$ cat src/rtl/imu_angle_frame_parser_top_assert.svh
// Assertion macros used by the parser core RTL.
// Each check is disabled while reset is asserted.
`ifndef IMU_ANGLE_FRAME_PARSER_TOP_ASSERT_SVH
`define IMU_ANGLE_FRAME_PARSER_TOP_ASSERT_SVH

`ifndef NO_ASSERTIONS
// Antecedent implies consequent in the same cycle.
`define IMU_ASSERT_IMPL(lbl, clk, rst_n, ante, cons) \
  lbl: assert property (@(posedge clk) disable iff (!rst_n) (ante) |-> (cons)) \
    else $error("assertion failed");
// Antecedent implies consequent in the next cycle.
`define IMU_ASSERT_NEXT(lbl, clk, rst_n, ante, cons) \
  lbl: assert property (@(posedge clk) disable iff (!rst_n) (ante) |=> (cons)) \
    else $error("assertion failed");
`else
`define IMU_ASSERT_IMPL(lbl, clk, rst_n, ante, cons)
`define IMU_ASSERT_NEXT(lbl, clk, rst_n, ante, cons)
`endif

`endif

$ cat src/rtl/imu_afp_pkg.sv
package imu_afp_pkg;

  // Frame layout
  localparam int unsigned FRAME_LEN = 11;
  localparam int unsigned CNT_W     = $clog2(FRAME_LEN);

  localparam logic [CNT_W-1:0] LAST_IDX = CNT_W'(FRAME_LEN - 1);

  localparam logic [7:0] HDR_BYTE   = 8'h55;
  localparam logic [7:0] TYPE_ANGLE = 8'h53;

  // Decoded angle triple
  typedef struct packed {
    logic signed [15:0] angle_z;
    logic signed [15:0] angle_y;
    logic signed [15:0] angle_x;
  } angles_t;

  // Status from the parser core to the stream wrapper
  typedef struct packed {
    logic    emit;
    angles_t angles;
  } afp_status_t;

endpackage

$ cat src/rtl/imu_angle_frame_parser_top.sv
// A good frame's last byte passes from the input register, and its angles into the result
// register that drives out_tvalid, provided the result register is free or drains.
// Throughput: one byte per cycle; a waiting result stalls only a byte that ends a good frame.
// The rate is set by the single input register and the single result register.
// Reset (rst_n low, synchronous) returns the parser to idle, waiting for a header,
// and empties both registers; frame bytes are not cleared.
module imu_angle_frame_parser_top (
  input  logic        clk,
  input  logic        rst_n,
  input  logic        in_tvalid,
  output logic        in_tready,
  input  logic [7:0]  in_tdata,   // [7:0] rx_byte
  output logic        out_tvalid,
  input  logic        out_tready,
  output logic [47:0] out_tdata   // [15:0] angle_x, [31:16] angle_y, [47:32] angle_z
);

  logic                     in_valid_r;
  logic [7:0]               in_byte_r;
  logic                     out_valid_r, out_valid_nxt;
  imu_afp_pkg::angles_t     out_data_r;
  imu_afp_pkg::afp_status_t st;
  logic                     out_free;
  logic                     step;

  // A byte advances unless it completes a good frame while the result slot is full.
  assign out_free  = !out_valid_r || out_tready;
  assign step      = in_valid_r && (!st.emit || out_free);
  assign in_tready = !in_valid_r || step;

  // Input register
  always_ff @(posedge clk) begin
    if (!rst_n) begin
      in_valid_r <= 1'b0;
    end else if (in_tready) begin
      in_valid_r <= in_tvalid;
    end
  end

  always_ff @(posedge clk) begin
    if (in_tready && in_tvalid) begin
      in_byte_r <= in_tdata;
    end
  end

  imu_afp_core u_core (
    .clk     (clk),
    .rst_n   (rst_n),
    .valid_i (in_valid_r),
    .step_i  (step),
    .byte_i  (in_byte_r),
    .st_o    (st)
  );

  // Result register
  always_comb begin
    out_valid_nxt = out_valid_r && !out_tready;
    if (step && st.emit) begin
      out_valid_nxt = 1'b1;
    end
  end

  always_ff @(posedge clk) begin
    if (!rst_n) begin
      out_valid_r <= 1'b0;
    end else begin
      out_valid_r <= out_valid_nxt;
    end
  end

  always_ff @(posedge clk) begin
    if (step && st.emit) begin
      out_data_r <= st.angles;
    end
  end

  assign out_tvalid = out_valid_r;
  assign out_tdata  = {out_data_r.angle_z, out_data_r.angle_y, out_data_r.angle_x};

endmodule

$ cat src/rtl/imu_afp_core.sv
`include "imu_angle_frame_parser_top_assert.svh"

module imu_afp_core (
  input  logic                      clk,
  input  logic                      rst_n,
  input  logic                      valid_i,  // a byte sits in the input register
  input  logic                      step_i,   // that byte is consumed this cycle
  input  logic [7:0]                byte_i,
  output imu_afp_pkg::afp_status_t  st_o
);

  logic [imu_afp_pkg::CNT_W-1:0] byte_count_r, byte_count_nxt;
  logic                          in_frame_r, in_frame_nxt;
  logic [7:0]                    sum_r, sum_nxt;
  logic [7:0]                    frame_store_r [imu_afp_pkg::FRAME_LEN];
  logic                          last_byte;
  logic                          good;

  // The last byte of a frame carries the checksum.
  assign last_byte = valid_i && in_frame_r && (byte_count_r == imu_afp_pkg::LAST_IDX);
  assign good      = (frame_store_r[1] == imu_afp_pkg::TYPE_ANGLE) && (sum_r == byte_i);

  always_comb begin
    st_o.emit           = last_byte && good;
    st_o.angles.angle_x = {frame_store_r[3], frame_store_r[2]};
    st_o.angles.angle_y = {frame_store_r[5], frame_store_r[4]};
    st_o.angles.angle_z = {frame_store_r[7], frame_store_r[6]};
  end

  // Frame tracking and running checksum over bytes ahead of the checksum byte.
  always_comb begin
    byte_count_nxt = byte_count_r;
    in_frame_nxt   = in_frame_r;
    sum_nxt        = sum_r;
    if (step_i) begin
      if (!in_frame_r) begin
        if (byte_i == imu_afp_pkg::HDR_BYTE) begin
          byte_count_nxt = imu_afp_pkg::CNT_W'(1);
          in_frame_nxt   = 1'b1;
          sum_nxt        = byte_i;
        end
      end else if (byte_count_r == imu_afp_pkg::LAST_IDX) begin
        byte_count_nxt = '0;
        in_frame_nxt   = 1'b0;
      end else begin
        byte_count_nxt = byte_count_r + imu_afp_pkg::CNT_W'(1);
        sum_nxt        = sum_r + byte_i;
      end
    end
  end

  always_ff @(posedge clk) begin
    if (!rst_n) begin
      byte_count_r <= '0;
      in_frame_r   <= 1'b0;
    end else begin
      byte_count_r <= byte_count_nxt;
      in_frame_r   <= in_frame_nxt;
    end
  end

  // Frame bytes and checksum need no reset.
  always_ff @(posedge clk) begin
    sum_r <= sum_nxt;
    if (step_i && (in_frame_r || (byte_i == imu_afp_pkg::HDR_BYTE))) begin
      frame_store_r[in_frame_r ? byte_count_r : '0] <= byte_i;
    end
  end

  `IMU_ASSERT_IMPL(a_idle_count, clk, rst_n, !in_frame_r, byte_count_r == '0)
  `IMU_ASSERT_IMPL(a_frame_count, clk, rst_n, in_frame_r,
                   byte_count_r != '0 && byte_count_r <= imu_afp_pkg::LAST_IDX)
  `IMU_ASSERT_IMPL(a_emit_last, clk, rst_n, st_o.emit,
                   valid_i && in_frame_r && byte_count_r == imu_afp_pkg::LAST_IDX)
  `IMU_ASSERT_NEXT(a_frame_close, clk, rst_n, step_i && last_byte, !in_frame_r)

endmodule
$ cat config.mk
export PLATFORM = sky130hd
export DESIGN_NAME = imu_angle_frame_parser_top
export DESIGN_NICKNAME = d
export VERILOG_FILES = /design/src/rtl/imu_afp_pkg.sv /design/src/rtl/imu_angle_frame_parser_top.sv /design/src/rtl/imu_afp_core.sv
export VERILOG_INCLUDE_DIRS = /design/src /design/src/rtl
export SDC_FILE = /design/constraint.sdc
export NUM_CORES = 1
export LEC_CHECK = 0
export BUFFER_PORTS_ARGS = -buffer_cell sky130_fd_sc_hd__buf_4
export CAP_MARGIN = 20
export CORE_ASPECT_RATIO = 0.9
export CORE_MARGIN = 4
export CORE_UTILIZATION = 55
export CTS_CLUSTER_DIAMETER = 30
export CTS_CLUSTER_SIZE = 40
export DETAILED_ROUTE_END_ITERATION = 10
export PLACE_DENSITY = 0.88
export SYNTH_ARGS = -nofsm -noshare
export SYNTH_HDL_FRONTEND = slang
export SYNTH_HIERARCHICAL = 1
export SYNTH_SLANG_ARGS = --single-unit
$ cat constraint.sdc
create_clock -name clk -period 7.42 [get_ports clk]
set_input_delay 1.113 -clock clk [delete_from_list [all_inputs] [get_ports clk]]
set_output_delay 1.113 -clock clk [all_outputs]
set_load 0.01 [all_outputs]
# Word level (Yosys, flattened, before mapping)
# Memories as Yosys holds them, arrays and structs flattened. A register that Yosys moved wholly into a read port is not among the register bits.
# Cells that the tools add are included.
op_classes:
  n_reduce_logical: 20
  n_addsub: 2
  eq_ne: 5
  n_mux: 13
op_table:
  columns: ["operator", "n"]
  rows:
  - ["$mux 8", 3]
  - ["$eq 8x7->1 const B", 2]
  - ["$mux 4", 4]
  - ["$logic_and 1x1->1", 9]
  - ["$add 8x8->8", 1]
  - ["$eq 8x8->1", 1]
  - ["$mux 1", 6]
  - ["$add 4x1->4 const B", 1]
  - ["$eq 4x4->1 const B", 1]
  - ["$logic_not 1->1", 4]
  - ["$logic_or 1x1->1", 4]
  - ["$reduce_and 3->1", 1]
  - ["$ne 2x2->1 const B", 1]
  - ["$reduce_and 2->1", 1]
  - ["$reduce_bool 2->1", 1]
totals:
  n_memories: 1
  reg_bits: 23
  output_inout_bits: 50
  wordCells: 47
  mem_bits_rw: 88
memory_table:
  columns: ["memory", "depth", "width", "rd", "rd_ports_with_merged_regs", "write_ports", "line", "text"]
  rows:
  - ["u_core.frame_store_r", 11, 8, 7, 6, 1, "imu_afp_core.sv:15", "logic [7:0] frame_store_r [imu_afp_pkg::FRAME_LEN];"]

# Depth between registers and ports, before layout
depth:
  word_depth: 9
  mapped_depth: 11
  depth_no_buf: 10

# Hierarchy
# The synthesis kept the hierarchy.
modules_own_cells:
  columns: ["mod", "area_each_um2", "n_inst", "cells_per_inst"]
  rows:
  - ["imu_afp_core", 2770.2, 1, 174]
  - ["imu_angle_frame_parser_top", 1798.0, 1, 68]

# Worst setup path after synthesis
# OpenSTA, ideal clock, no wires.
synth_path:
  path_type: "register to register"
  startpoint: "register in_byte_r[6]"
  endpoint: "register, netlist name out_tdata[0]"
  required_time_ns: 6.966
  path_stages_with_launch: 8
  setup_slack_ns: 3.265
  n_path_buf: 1
  setup_time_ns: 0.454
  arrival_time_ns: 3.701
  cell_sequence: "edfxtp_1 > ha_1 > clkbuf_2 > nor4b_1 > nand4_1 > nor2_1 > nand2_1 > nor2_1"
synth_lines:
  columns: ["item", "line", "text"]
  rows:
  - ["from (decl)", "imu_angle_frame_parser_top.sv:19", "logic [7:0] in_byte_r;"]
  - ["from (signal assigned)", "imu_angle_frame_parser_top.sv:42", "in_byte_r <= in_tdata;"]

==> results.yml <==
status:
  status: "finished clean"
min_path:
  min_to: "out_tdata[15]"
  min_path_type: "reg2reg"
  min_from: "u_core/frame_store_r[3][7]"
  holdPathStages: 0
sta:
  slew_headroom_pct: 29.3
  setup_violations: 0
  min_period_ns: 3.76
  rsz0062_at_grt: "no"
  tightest_slew_ns: 1.05
  drv_slew: 0
  final_hold_viol_count: 0
  post-route-period-util_pct: 50.7
  skew_ns: 0.00704
  fin_tns_setup_ns: 0
  fmax_mhz: 266
grt:
  antenna_found_initial: 0
  grt_pass1_wl_mm: 14.2
  grt_pass1_vias: 2525
  track_usage_pct: 19.7
  grt_overflow: 0
  grt_start_max_net_pins: 40
power_and_ir_drop:
  pwr-share-seq_pct: 49.1
  p_per_area_nw_per_um2: 283
  swShare_pct: 21.1
  clock_power_share_pct: 48.9
  pwr-share-comb_pct: 2.0
  switching_power_w: 0.000344
  p_leak_nw: 2.06
  max-vdd-ir-drop_v: 0.000213
  p_int_w: 0.00129
clock_network:
  clk-insertion-delay-late_ns: 0.51
  numCtsBuffers: 17
  cts_resized: 0
  post_cts_buffers: 0
  clock-sinks: 127
  cts_htree_levels: 4
  clkTransAtPathRegs_ns: 0.06
  root_buffer: "clkbuf_8"
  cts_hold_buf: 0
  tritoncts: "yes"
  cts_buffer_depth: 2
yosys:
  synth_most_common_cell: "edfxtp_1"
  syn_area_sq_um: 4570
  yosys-top-cells-count: "edfxtp_1, nor2_1, ha_1"
  ys_warn_count: 6
  syn_area_per_cell_sq_um: 18.9
  synth_seq_cells: 127
  synth_top_area_cell: "edfxtp_1"
  ys_top_cells_by_area: "edfxtp_1, dfxtp_1, ha_1, nor2_1, mux2_2"
  muxShareOfSynthArea_pct: 0.959
  postSynthCellCount: 242
  synth-edff-count: 120
  yosysTopAreaCellShare_pct: 78.9
  synth_top_family_by_area: "simple AND/OR/NAND/NOR gates"
  synthAdderAreaFrac_pct: 2.90
  synthArstFlopShare_pct: 0
  ys_dominant_reg_cell: "edfxtp_1"
  synth.net_count: 264
  yosysUniqueCellTypes: 49
  synth-simple-area-share_pct: 6.63
  synth_compound_area_share_pct: 5.86
  synth_xor_area_share_pct: 0.767
  yosysSeqAreaShare_pct: 82.0
layout:
  nets: 344
  num_antenna_cells: 0
  drive_above_1_share_pct: 31.7
  final_area_sq_um: 5760
  syn_to_final_growth_pct: 26.0
placement:
  port_buffers: 61
  hpwl_mm: 5.71
  place_area_sq_um: 5180
  gp_congestion: 0.838
floorplan:
  rows: 31
  die_w_um: 104
  io_pins: 62
  die_y_um: 94.5
  core_area_sq_um: 8070
  start_util_pct: 56.6
  die-area_sq_um: 9830
worst_setup_path:
  r2r_start: "in_byte_r[6]"
  r2r_end: "u_core/frame_store_r[1][1]"
  required_ns: 6.31
  cp.arrival_ns: 2.65
  reg2reg_setup_slack_ns: 3.82
  r2r_cells: 8
  start_kind: "flop"
  crit_type: "reg2out"
  crit_fanout: 10
  end_kind: "primary output"
drt:
  wl_per_cell_um: 20.8
  postRouteAntennaNets: 0
  drt_iter0_markers: 209
  drcViolationCount: 0
  firstDrtPassIters: 6
  drt_wl_total_mm: 8.99
  num_vias: 2468
  viasPerCell: 5.70
run:
  drv_cap: 0
## worst max-delay path, cell delays in order (launching register included)
cell and delay [ns]:
edfxtp_1 0.59, ha_1 0.45, nor4b_1 0.35, nand4_1 0.13, nor2_1 0.30, nand4b_4 0.15, buf_4 0.16
## power groups by stage
stage / Clock [W] / Sequential (W) / Combinational, W
global placement: 0 / 0.000813 / 0.0000306
detailed placement: 0 / 0.000815 / 0.0000317
global route: 0.000845 / 0.000800 / 0.0000356
CTS: 0.000809 / 0.000800 / 0.0000319
finish: 0.000797 / 0.000800 / 0.0000321
floorplan: 0 / 0.000807 / 0.0000221
## how the worst max path moves through the flow
stage	startpoint	end	slack [ns]	cells past startpoint
detailed placement	in_byte_r[6]	u_core/frame_store_r[1][3]	3.94	8
global route	in_byte_r[5]	in_tready	3.49	6
finish	in_byte_r[5]	in_tready	3.66	6
global placement	in_byte_r[4]	out_tdata[2]	4.12	6
floorplan	in_byte_r[6]	out_tdata[0]	3.26	7
CTS	in_byte_r[4]	in_tready	3.64	6
## stage by stage
| stage | utilization (%) | cells | hold slack (ns) | worst slack, ns | total power (W) |
|---|---|---|---|---|---|
| after CTS | 71.4 | 433 | 0.416 | 3.64 | 0.00164 |
| after detailed placement | 64.3 | 402 | 0.407 | 3.94 | 0.000846 |
| after global routing | 71.4 | 433 | 0.418 | 3.49 | 0.00168 |
| after global placement | 64.0 | 401 | 0.404 | 4.12 | 0.000844 |
| after floorplan | - | 242 | 0.400 | 3.26 | 0.000830 |
| final | 71.4 | 433 | 0.413 | 3.66 | 0.00163 |
## layout by cell type (no fill, tap or decap), types with 2 or more instances in the layout
| cell | instances |
|---|---|
| a211oi_1 | 2 |
| a21boi_1 | 3 |
| a21o_1 | 4 |
| a21oi_1 | 3 |
| a31oi_1 | 2 |
| and3b_1 | 2 |
| buf_4 | 64 |
| bufinv_16 | 2 |
| clkbuf_16 | 16 |
| clkinv_2 | 2 |
| clkinv_4 | 4 |
| clkinvlp_4 | 2 |
| dfxtp_1 | 7 |
| edfxtp_1 | 120 |
| ha_1 | 9 |
| inv_1 | 7 |
| inv_6 | 2 |
| inv_8 | 2 |
| mux2_2 | 3 |
| nand2_1 | 8 |
| nand2b_1 | 4 |
| nand3_1 | 2 |
| nor2_1 | 11 |
| nor2b_1 | 3 |
| nor3_1 | 4 |
| nor3b_1 | 2 |
| nor4_1 | 3 |
| nor4b_1 | 3 |
| o21a_1 | 4 |
| o21ai_0 | 4 |
| xnor2_1 | 3 |
## cells by family (layout without fill, tap and decap cells)
kind of cell | Yosys count | count (layout)
flip-flops | 127 | 127
AND/OR/NAND/NOR | 51 | 51
AO/OA/AOI/OAI | 35 | 35
buffers and inverters | 11 | 103
adder cells (fa/ha/maj) | 10 | 10
XOR/XNOR | 4 | 4
multiplexers | 4 | 4
## cell type report
cell class / instances / area (sq um)
clock inverter: 14 / 160
inverter: 7 / 26.3
sequential: 127 / 3740
fill: 500 / 2310
clock buffer: 17 / 414
timing repair buffer: 65 / 500
multi-input combinational: 104 / 790
tap: 99 / 124
## per-layer routing
layer  global-route usage (%)  vias up  share of wire, %
met5                        0        -                 0
met4                     7.53        0               1.6
met3                     6.70       14               6.3
met2                     31.8      118                48
met1                     25.1     1226                44
li1                         -     1110                 -
## registers in the layout, summed over array words and instances (netlist names)
register,cells
u_core/frame_store_r,56
out_tdata,48
in_byte_r,8
u_core/sum_r,8
u_core/byte_count_r,4
in_valid_r,1
out_tvalid,1
u_core/in_frame_r,1
Power figures use the tool's default switching activity.
